`src/msq_pkg.sv`:
```
`timescale 1ns / 1ps
// ----------------------------------------------------------------------------
// msq_pkg: shared types and tables for the marching squares cell unit
// Payload structs, edge codes and the per-code edge lists.
// ----------------------------------------------------------------------------
package msq_pkg;

    localparam int VW = 16;
    localparam int CW = 16;
    localparam int FW = 16;

    typedef enum logic [1:0] {
        EDGE_TOP    = 2'd0,
        EDGE_RIGHT  = 2'd1,
        EDGE_BOTTOM = 2'd2,
        EDGE_LEFT   = 2'd3
    } edge_t;

    // Crossing datapath states.
    typedef enum logic [1:0] {ST_IDLE, ST_DIV, ST_MUL, ST_OUT} bst_t;

    typedef struct packed {
        logic signed [VW-1:0] value_top_left;
        logic signed [VW-1:0] value_top_right;
        logic signed [VW-1:0] value_bottom_right;
        logic signed [VW-1:0] value_bottom_left;
        logic signed [CW-1:0] top_left_x;
        logic signed [CW-1:0] top_left_y;
        logic signed [CW-1:0] top_right_x;
        logic signed [CW-1:0] top_right_y;
        logic signed [CW-1:0] bottom_right_x;
        logic signed [CW-1:0] bottom_right_y;
        logic signed [CW-1:0] bottom_left_x;
        logic signed [CW-1:0] bottom_left_y;
    } cell_t;

    typedef struct packed {
        logic signed [CW-1:0] point_x;
        logic signed [CW-1:0] point_y;
        logic [1:0]           edge_id;
        logic                 last_point;
    } point_t;

    // One crossing job handed from front to back.
    typedef struct packed {
        logic signed [VW-1:0] vs;
        logic signed [VW-1:0] ve;
        logic signed [VW-1:0] iso;
        logic signed [CW-1:0] xs;
        logic signed [CW-1:0] xe;
        logic signed [CW-1:0] ys;
        logic signed [CW-1:0] ye;
        logic [1:0]           edge_id;
        logic                 last_point;
    } job_t;

    function automatic logic [2:0] edge_count(input logic [3:0] code);
        logic [2:0] n;
        begin
            case (code)
                4'd0, 4'd15: n = 3'd0;
                4'd5, 4'd10: n = 3'd4;
                default:     n = 3'd2;
            endcase
            return n;
        end
    endfunction

    function automatic edge_t edge_at(input logic [3:0] code, input logic [1:0] k);
        edge_t e [4];
        begin
            e = '{EDGE_TOP, EDGE_TOP, EDGE_TOP, EDGE_TOP};
            case (code)
                4'd1, 4'd14: e = '{EDGE_BOTTOM, EDGE_LEFT, EDGE_TOP, EDGE_TOP};
                4'd2, 4'd13: e = '{EDGE_BOTTOM, EDGE_RIGHT, EDGE_TOP, EDGE_TOP};
                4'd3, 4'd12: e = '{EDGE_RIGHT, EDGE_LEFT, EDGE_TOP, EDGE_TOP};
                4'd4, 4'd11: e = '{EDGE_TOP, EDGE_RIGHT, EDGE_TOP, EDGE_TOP};
                4'd5:        e = '{EDGE_TOP, EDGE_RIGHT, EDGE_BOTTOM, EDGE_LEFT};
                4'd6, 4'd9:  e = '{EDGE_BOTTOM, EDGE_TOP, EDGE_TOP, EDGE_TOP};
                4'd7, 4'd8:  e = '{EDGE_LEFT, EDGE_TOP, EDGE_TOP, EDGE_TOP};
                4'd10:       e = '{EDGE_LEFT, EDGE_TOP, EDGE_BOTTOM, EDGE_RIGHT};
                default:     e = '{EDGE_TOP, EDGE_TOP, EDGE_TOP, EDGE_TOP};
            endcase
            return e[k];
        end
    endfunction

endpackage

```
`src/marching_squares_cell_unit.sv`:
```
`timescale 1ns / 1ps
// ----------------------------------------------------------------------------
// marching_squares_cell_unit: isoline endpoints for one grid cell
// Classifies a cell by corner code, then interpolates 0, 2 or 4 crossings.
// ----------------------------------------------------------------------------
//  channel | dir | payload
//  s_      | in  | cell_t: four corner values and positions
//  m_      | out | point_t: endpoint, edge, last flag
//  cfg_    | in  | iso_level write
// Front issues one crossing job per cycle into a two-entry queue while it has room.
// Back handles each endpoint as a load, 33 divide steps, a multiply and an
// output, cutting the divide short when the fraction is forced to zero, and takes
// no new job until its output step is done; a cell without crossings is dropped.
// Reset clears control only; iso_level resets to 0.
// Either side stalls on its own; the output register holds under m_ready low.
module marching_squares_cell_unit import msq_pkg::*; (
    input  logic          aclk,
    input  logic          aresetn,
    input  logic          cfg_valid,
    output logic          cfg_ready,
    input  logic [VW-1:0] cfg_data,
    input  logic          s_valid,
    output logic          s_ready,
    input  cell_t         s_data,
    output logic          m_valid,
    input  logic          m_ready,
    output point_t        m_data
);

    logic [VW-1:0] iso_reg;
    logic f_valid, f_ready, b_valid, b_ready;
    job_t f_job, b_job;

    assign cfg_ready = 1'b1;
    always_ff @(posedge aclk) begin
        if (!aresetn) iso_reg <= '0;
        else if (cfg_valid) iso_reg <= cfg_data;
    end

    msq_front u_front (.aclk, .aresetn, .iso_level(iso_reg), .s_valid, .s_ready,
        .s_data, .job_valid(f_valid), .job_ready(f_ready), .job(f_job));
    msq_fifo u_fifo (.aclk, .aresetn, .in_valid(f_valid), .in_ready(f_ready),
        .in_job(f_job), .out_valid(b_valid), .out_ready(b_ready), .out_job(b_job));
    msq_back u_back (.aclk, .aresetn, .job_valid(b_valid), .job_ready(b_ready),
        .job(b_job), .m_valid, .m_ready, .m_data);

endmodule

```
`src/msq_front.sv`:
```
`timescale 1ns / 1ps
// ----------------------------------------------------------------------------
// msq_front: cell classifier
// Registers a cell, forms its code and issues one crossing job per cycle while the queue accepts.
// ----------------------------------------------------------------------------
module msq_front import msq_pkg::*; (
    input  logic             aclk,
    input  logic             aresetn,
    input  logic [VW-1:0]    iso_level,
    input  logic             s_valid,
    output logic             s_ready,
    input  cell_t            s_data,
    output logic             job_valid,
    input  logic             job_ready,
    output job_t             job
);

    logic       busy_reg, busy_next;
    cell_t      cell_reg;
    logic [3:0] code_reg;
    logic [2:0] cnt_reg, cnt_next;
    logic [1:0] idx_reg, idx_next;
    logic [3:0] code_in;
    logic       take, issue, done;
    edge_t      e;
    logic signed [VW-1:0] v [4];
    logic signed [CW-1:0] px [4];
    logic signed [CW-1:0] py [4];
    logic [1:0] si, ei;

    assign code_in = {$signed(s_data.value_top_left) > $signed(iso_level),
                      $signed(s_data.value_top_right) > $signed(iso_level),
                      $signed(s_data.value_bottom_right) > $signed(iso_level),
                      $signed(s_data.value_bottom_left) > $signed(iso_level)};

    assign issue = busy_reg && job_ready;
    assign done  = issue && ({1'b0, idx_reg} == cnt_reg - 3'd1);
    assign s_ready = !busy_reg || done;
    assign take  = s_valid && s_ready && (edge_count(code_in) != 3'd0);

    always_comb begin
        busy_next = busy_reg;
        cnt_next  = cnt_reg;
        idx_next  = idx_reg;
        if (issue) idx_next = idx_reg + 2'd1;
        if (done) busy_next = 1'b0;
        if (take) begin
            busy_next = 1'b1;
            cnt_next  = edge_count(code_in);
            idx_next  = 2'd0;
        end
    end

    always_ff @(posedge aclk) begin
        if (!aresetn) begin
            busy_reg <= 1'b0;
            cnt_reg  <= 3'd0;
            idx_reg  <= 2'd0;
        end else begin
            busy_reg <= busy_next;
            cnt_reg  <= cnt_next;
            idx_reg  <= idx_next;
        end
        if (take) begin
            cell_reg <= s_data;
            code_reg <= code_in;
        end
    end

    // The user must change iso_level only while idle; the block does not enforce this. It is sampled live.
    always_comb begin
        v  = '{cell_reg.value_top_left, cell_reg.value_top_right,
               cell_reg.value_bottom_right, cell_reg.value_bottom_left};
        px = '{cell_reg.top_left_x, cell_reg.top_right_x,
               cell_reg.bottom_right_x, cell_reg.bottom_left_x};
        py = '{cell_reg.top_left_y, cell_reg.top_right_y,
               cell_reg.bottom_right_y, cell_reg.bottom_left_y};
        e  = edge_at(code_reg, idx_reg);
        case (e)
            EDGE_TOP:    begin si = 2'd0; ei = 2'd1; end
            EDGE_RIGHT:  begin si = 2'd1; ei = 2'd2; end
            EDGE_BOTTOM: begin si = 2'd3; ei = 2'd2; end
            default:     begin si = 2'd0; ei = 2'd3; end
        endcase
        job.vs = v[si];
        job.ve = v[ei];
        job.iso = iso_level;
        job.xs = px[si];
        job.xe = px[ei];
        job.ys = py[si];
        job.ye = py[ei];
        job.edge_id = e;
        job.last_point = ({1'b0, idx_reg} == cnt_reg - 3'd1);
    end

    assign job_valid = busy_reg;

    assert property (@(posedge aclk) disable iff (!aresetn)
        busy_reg |-> (cnt_reg == 3'd2 || cnt_reg == 3'd4))
        else $error("bad edge count");
    assert property (@(posedge aclk) disable iff (!aresetn)
        busy_reg |-> ({1'b0, idx_reg} < cnt_reg))
        else $error("edge index overrun");
    assert property (@(posedge aclk) disable iff (!aresetn)
        (busy_reg && !job_ready) |=> busy_reg && $stable(idx_reg))
        else $error("job lost under stall");

endmodule

```
`src/msq_fifo.sv`:
```
`timescale 1ns / 1ps
// ----------------------------------------------------------------------------
// msq_fifo: short job queue
// Two-entry register queue parting the classifier from the datapath.
// ----------------------------------------------------------------------------
module msq_fifo import msq_pkg::*; (
    input  logic aclk,
    input  logic aresetn,
    input  logic in_valid,
    output logic in_ready,
    input  job_t in_job,
    output logic out_valid,
    input  logic out_ready,
    output job_t out_job
);

    job_t       mem_reg [2];
    logic       wp_reg, rp_reg;
    logic [1:0] cnt_reg;
    logic       push, pop;

    assign in_ready  = (cnt_reg != 2'd2);
    assign out_valid = (cnt_reg != 2'd0);
    assign out_job   = mem_reg[rp_reg];
    assign push = in_valid && in_ready;
    assign pop  = out_valid && out_ready;

    always_ff @(posedge aclk) begin
        if (!aresetn) begin
            wp_reg  <= 1'b0;
            rp_reg  <= 1'b0;
            cnt_reg <= 2'd0;
        end else begin
            if (push) wp_reg <= !wp_reg;
            if (pop) rp_reg <= !rp_reg;
            cnt_reg <= cnt_reg + {1'b0, push} - {1'b0, pop};
        end
        if (push) mem_reg[wp_reg] <= in_job;
    end

    assert property (@(posedge aclk) disable iff (!aresetn) cnt_reg <= 2'd2)
        else $error("queue count overflow");
    assert property (@(posedge aclk) disable iff (!aresetn) !in_ready |-> out_valid)
        else $error("queue full but empty");
    assert property (@(posedge aclk) disable iff (!aresetn)
        (out_valid && !out_ready) |=> out_valid && $stable(out_job))
        else $error("queue head changed under stall");

endmodule

```
`src/msq_back.sv`:
```
`timescale 1ns / 1ps
// ----------------------------------------------------------------------------
// msq_back: crossing datapath
// Radix-2 divider for the edge fraction, then a two-step lerp on x and y.
// ----------------------------------------------------------------------------
module msq_back import msq_pkg::*; (
    input  logic   aclk,
    input  logic   aresetn,
    input  logic   job_valid,
    output logic   job_ready,
    input  job_t   job,
    output logic   m_valid,
    input  logic   m_ready,
    output point_t m_data
);

    localparam int DW = VW + 1;
    localparam int QW = FW + 1;

    bst_t st_reg, st_next;
    job_t j_reg;
    logic [DW-1:0] rem_reg, dm_reg;
    logic [QW+DW-1:0] q_reg;
    logic [5:0] bit_reg;
    logic zero_reg;
    logic signed [CW+QW:0] px_reg, py_reg;
    point_t out_reg;
    logic out_valid_reg;

    logic signed [DW-1:0] num, den;
    logic [DW-1:0] nm, dm;
    logic [DW:0] trial;
    logic [QW-1:0] t;
    logic signed [CW:0] dx, dy;
    logic signed [CW+QW:0] offx, offy;
    logic out_free;

    assign num = DW'(job.vs) - DW'(job.iso);
    assign den = DW'(job.vs) - DW'(job.ve);
    assign nm  = num[DW-1] ? DW'(-num) : num;
    assign dm  = den[DW-1] ? DW'(-den) : den;

    assign out_free = !out_valid_reg || m_ready;
    assign job_ready = (st_reg == ST_IDLE);
    assign trial = {rem_reg, q_reg[QW+DW-1]} - {1'b0, dm_reg};
    assign t = (q_reg[QW+DW-1:QW] != '0 || q_reg[QW-1:0] > QW'(1 << FW))
               ? QW'(1 << FW) : q_reg[QW-1:0];
    assign dx = (CW+1)'(j_reg.xe) - (CW+1)'(j_reg.xs);
    assign dy = (CW+1)'(j_reg.ye) - (CW+1)'(j_reg.ys);

    always_comb begin
        st_next = st_reg;
        case (st_reg)
            ST_IDLE: if (job_valid) st_next = ST_DIV;
            ST_DIV:  if (bit_reg == 6'd0 || zero_reg) st_next = ST_MUL;
            ST_MUL:  st_next = ST_OUT;
            ST_OUT:  if (out_free) st_next = ST_IDLE;
            default: st_next = ST_IDLE;
        endcase
    end

    // floor division of the products by 2^FW, for both signs
    always_comb begin
        offx = (px_reg >>> FW);
        offy = (py_reg >>> FW);
    end

    always_ff @(posedge aclk) begin
        if (!aresetn) begin
            st_reg <= ST_IDLE;
            out_valid_reg <= 1'b0;
        end else begin
            st_reg <= st_next;
            if (m_ready) out_valid_reg <= 1'b0;
            if (st_reg == ST_OUT && out_free) out_valid_reg <= 1'b1;
        end
        case (st_reg)
            ST_IDLE: begin
                j_reg   <= job;
                dm_reg  <= dm;
                rem_reg <= '0;
                q_reg   <= {nm, {QW{1'b0}}};
                bit_reg <= 6'(DW + FW - 1);
                zero_reg <= (den == '0) || (num != '0 && (num[DW-1] != den[DW-1]));
            end
            ST_DIV: begin
                if (!trial[DW]) rem_reg <= trial[DW-1:0];
                else rem_reg <= {rem_reg[DW-2:0], q_reg[QW+DW-1]};
                q_reg <= {q_reg[QW+DW-2:0], !trial[DW]};
                bit_reg <= bit_reg - 6'd1;
            end
            ST_MUL: begin
                if (zero_reg) begin
                    px_reg <= '0;
                    py_reg <= '0;
                end else begin
                    px_reg <= dx * $signed({1'b0, t});
                    py_reg <= dy * $signed({1'b0, t});
                end
            end
            ST_OUT: if (out_free) begin
                out_reg.point_x <= CW'(j_reg.xs + CW'(offx));
                out_reg.point_y <= CW'(j_reg.ys + CW'(offy));
                out_reg.edge_id <= j_reg.edge_id;
                out_reg.last_point <= j_reg.last_point;
            end
            default: ;
        endcase
    end

    assign m_valid = out_valid_reg;
    assign m_data  = out_reg;

    assert property (@(posedge aclk) disable iff (!aresetn)
        (m_valid && !m_ready) |=> m_valid)
        else $error("result dropped");
    assert property (@(posedge aclk) disable iff (!aresetn)
        (m_valid && !m_ready) |=> $stable(m_data))
        else $error("result changed under stall");
    assert property (@(posedge aclk) disable iff (!aresetn)
        (st_reg == ST_DIV) |-> (bit_reg <= 6'(DW + FW - 1)))
        else $error("divide step out of range");

endmodule

```
`config.mk`:
```
export PLATFORM = sky130hd
export DESIGN_NAME = marching_squares_cell_unit
export DESIGN_NICKNAME = d
export VERILOG_FILES = /design/src/msq_pkg.sv /design/src/marching_squares_cell_unit.sv /design/src/msq_front.sv /design/src/msq_fifo.sv /design/src/msq_back.sv
export SDC_FILE = /design/constraint.sdc
export NUM_CORES = 2
export LEC_CHECK = 0
export ABC_AREA = 1
export BUFFER_PORTS_ARGS = -buffer_cell sky130_fd_sc_hd__buf_2
export CAP_MARGIN = 10
export CORE_MARGIN = 3
export CORE_UTILIZATION = 39
export CTS_CLUSTER_DIAMETER = 120
export CTS_CLUSTER_SIZE = 14
export DETAILED_ROUTE_END_ITERATION = 10
export SETUP_SLACK_MARGIN = 0.4
export SLEW_MARGIN = 5
export SYNTH_ARGS = -nofsm -noshare
export SYNTH_HDL_FRONTEND = slang
export SYNTH_SLANG_ARGS = --single-unit
```
`constraint.sdc`:
```
create_clock -name aclk -period 20.7 [get_ports aclk]
set_input_delay 1.035 -clock aclk [delete_from_list [all_inputs] [get_ports aclk]]
set_output_delay 1.035 -clock aclk [all_outputs]
set_load 0.005 [all_outputs]
```
==> results.cfg <==
[worst_setup_path]
crit_slowest_cell = inv_1
critPathCaptureType = register
start_kind = register
cp_data_arrival_time_ns = 8.46
worstPathMaxFanout = 20
ff2ff_path_depth = 31
worstSetupPathType = reg -> reg
crit_required_ns = 21.10
critPathMaxStageDelay_ns = 0.72
cp_common_cell = inv_1

[global_routing]
grt_max_degree = 164
grt_pass1_wl_um = 222700
grt_antenna_before_repair = 4
grt_remaining_overflow = 0
grt_pass1_vias = 38750
grt_usage_pct = 20.67

[clocking]
ctsHoldBuffers = 0
numCtsBuffers = 56
clk_latency_ns = 0.67
h-tree-depth = 2
cts_buffer_depth = 3
clkTransAtPathRegs_ns = 0.08
postCtsResizedCells = 0
post-cts-setup-buffers = 0
cts_sinks = 670
cts_tree = yes
cts_root_buf = clkbuf_16

[timing]
setup_viol = 0
rsz0062_at_grt = no
clock_skew_ns = 0.03771
hold_viol = 0
period_minus_slack_ns = 8.051
timing.final.crit_share_pct = 38.89
worstMarginPinSlew_ns = 1.065
slew_headroom_pct = 29.01
fin_tns_setup_ns = 0
final_max_slew_viol_count = 0
max_freq_mhz = 124.2
holdWs_ns = 0.4402

[drt]
via_per_inst = 5.163
first_pass_iters = 5
ant_nets = 0
wl_um = 142000
drt_iter0_markers = 2896
wl_per_cell_um = 19.07
vias = 38430
drcViolationCount = 0

[floorplanning]
die_height_um = 371.7
core_sq_um = 132100
ios = 251
initial_core_util_pct = 39.48
dieArea_sq_um = 138200
rows = 133
die_w_um = 371.7

[cells_and_area]
fin_nets = 6731
final_common_cell = inv_1
fill_cells = 12870
register_area_sq_um = 19770
multiInputGateArea_sq_um = 28260
layout_common_cells = inv_1, nand2_1, nor2_1
syn2layout_area_growth_pct = 9.446
largest_register_ffs = 230
drive_gt1_share_pct = 9.286

[placed_design]
io_buffers = 249
dp_hpwl_um = 109400
place.gp.congestion = 0.9051

[job]
cap_viol_max_count = 0

[synthesis]
synth_edf_count = 635
yosysUniqueCellTypes = 64
yosysWarnings = 0
synthArstFlopShare_pct = 0
synth-seq-cells = 670
syn_nets = 6540
syn_area_sq_um = 52160
synth-main-ff-cell = edfxtp_1
avgSynthCellArea_sq_um = 9.539
postSynthCellCount = 5468
ys_seq_area_share_pct = 37.90

[hold_path]
holdPathStages = 0
min_path_type = reg -> reg

[outcome]
status = finished clean
worst max-delay path, delay by kind of cell, from the launching register on:
family / cells / cell delay (ns)
XOR/XNOR: 1 / 0.16
adder cells (fa/ha/maj): 7 / 3.32
buffers and inverters: 10 / 1.64
flip-flops: 1 / 0.55
AND/OR/NAND/NOR: 9 / 1.23
AO/OA/AOI/OAI: 4 / 0.89
through the flow:
step / cell area [sq um] / utilization, % / std cells / setup WS [ns]
finish: 57090 / 43.21 / 7444 / 12.65
detailed placement: 55470 / 41.98 / 7356 / 12.68
global route: 57080 / 43.20 / 7442 / 12.12
CTS: 57080 / 43.20 / 7441 / 12.66
floorplan: 52160 / - / 5468 / 13.69
global placement: 55470 / 41.98 / 7356 / 12.76
cells by family (layout without fill, tap and decap cells):
| family | count (synthesis) | after routing | share of synthesized area (%) |
|---|---|---|---|
| xor gates and xnor gates | 119 | 119 | 2.070 |
| buffers and inverters | 1115 | 1333 | 8.084 |
| other | 1 | 4 | 0.007189 |
| AOI/OAI and AO/OA | 783 | 783 | 8.316 |
| adders and majority gates | 859 | 859 | 27.12 |
| DFF | 670 | 670 | 37.90 |
| muxes | 115 | 115 | 2.408 |
| and+or+nand+nor | 1806 | 1806 | 14.09 |
cell usage after synthesis (all sizes together) (3+ instances only):
cell | instances | area, sq um
o221a | 3 | 33.78
a21boi | 8 | 60.05
o21ai | 324 | 1637
o21bai | 5 | 37.54
mux2 | 84 | 945.9
nand4 | 39 | 244.0
clkinv | 8 | 30.03
fa | 453 | 9069
o31ai | 9 | 81.33
nor3 | 35 | 196.4
or2 | 11 | 68.82
dfxtp | 35 | 700.7
o22ai | 96 | 600.6
a2111oi | 3 | 26.28
nand3b | 16 | 120.1
o221ai | 5 | 43.79
a21o | 15 | 112.6
nand2 | 865 | 3292
nor4 | 15 | 108.9
buf | 27 | 132.6
and2 | 3 | 18.77
nand3 | 128 | 668.2
a21oi | 253 | 1266
clkbuf | 149 | 559.3
xor2 | 74 | 678.2
nor2 | 692 | 2620
inv | 931 | 3495
xnor2 | 45 | 401.6
a31oi | 27 | 168.9
o21a | 17 | 127.6
mux2i | 31 | 310.3
edfxtp | 635 | 19070
ha | 406 | 5080
a211oi | 10 | 75.07
final cells by class:
type	count	area share (%)
Multi-Input combinational cell	3683	49.50
Sequential cell	670	34.64
Inverter	939	6.187
Tap cell	1755	3.846
Timing Repair Buffer	309	2.994
Clock buffer	78	2.599
Clock inverter	7	0.2279
Antenna cell	3	0.01315
worst paths after layout:
check / end / slack, ns / startpoint
worst max-delay path: u_back.py_reg[24]$_SDFFCE_PP0P_ / 12.65 / u_back.q_reg[0]$_SDFFCE_PN0P_
worst min-delay path: u_back.m_data[2]$_DFFE_PP_ / 0.44 / u_back.j_reg[2]$_DFFE_PN_
worst max register to register: u_back.py_reg[24]$_SDFFCE_PP0P_ / 12.65 / u_back.q_reg[0]$_SDFFCE_PN0P_
worst min register to register: u_back.m_data[2]$_DFFE_PP_ / 0.44 / u_back.j_reg[2]$_DFFE_PN_
routing by layer:
layer	track usage (%)	share of wire, %
met1	29.27	46
met2	33.29	46
met3	2.353	5.8
met4	6.300	3.1
met5	0	0
Power is left out: the tool's default activity adds up to more than one toggle a clock period on the data nets, which glitch-free logic cannot reach.
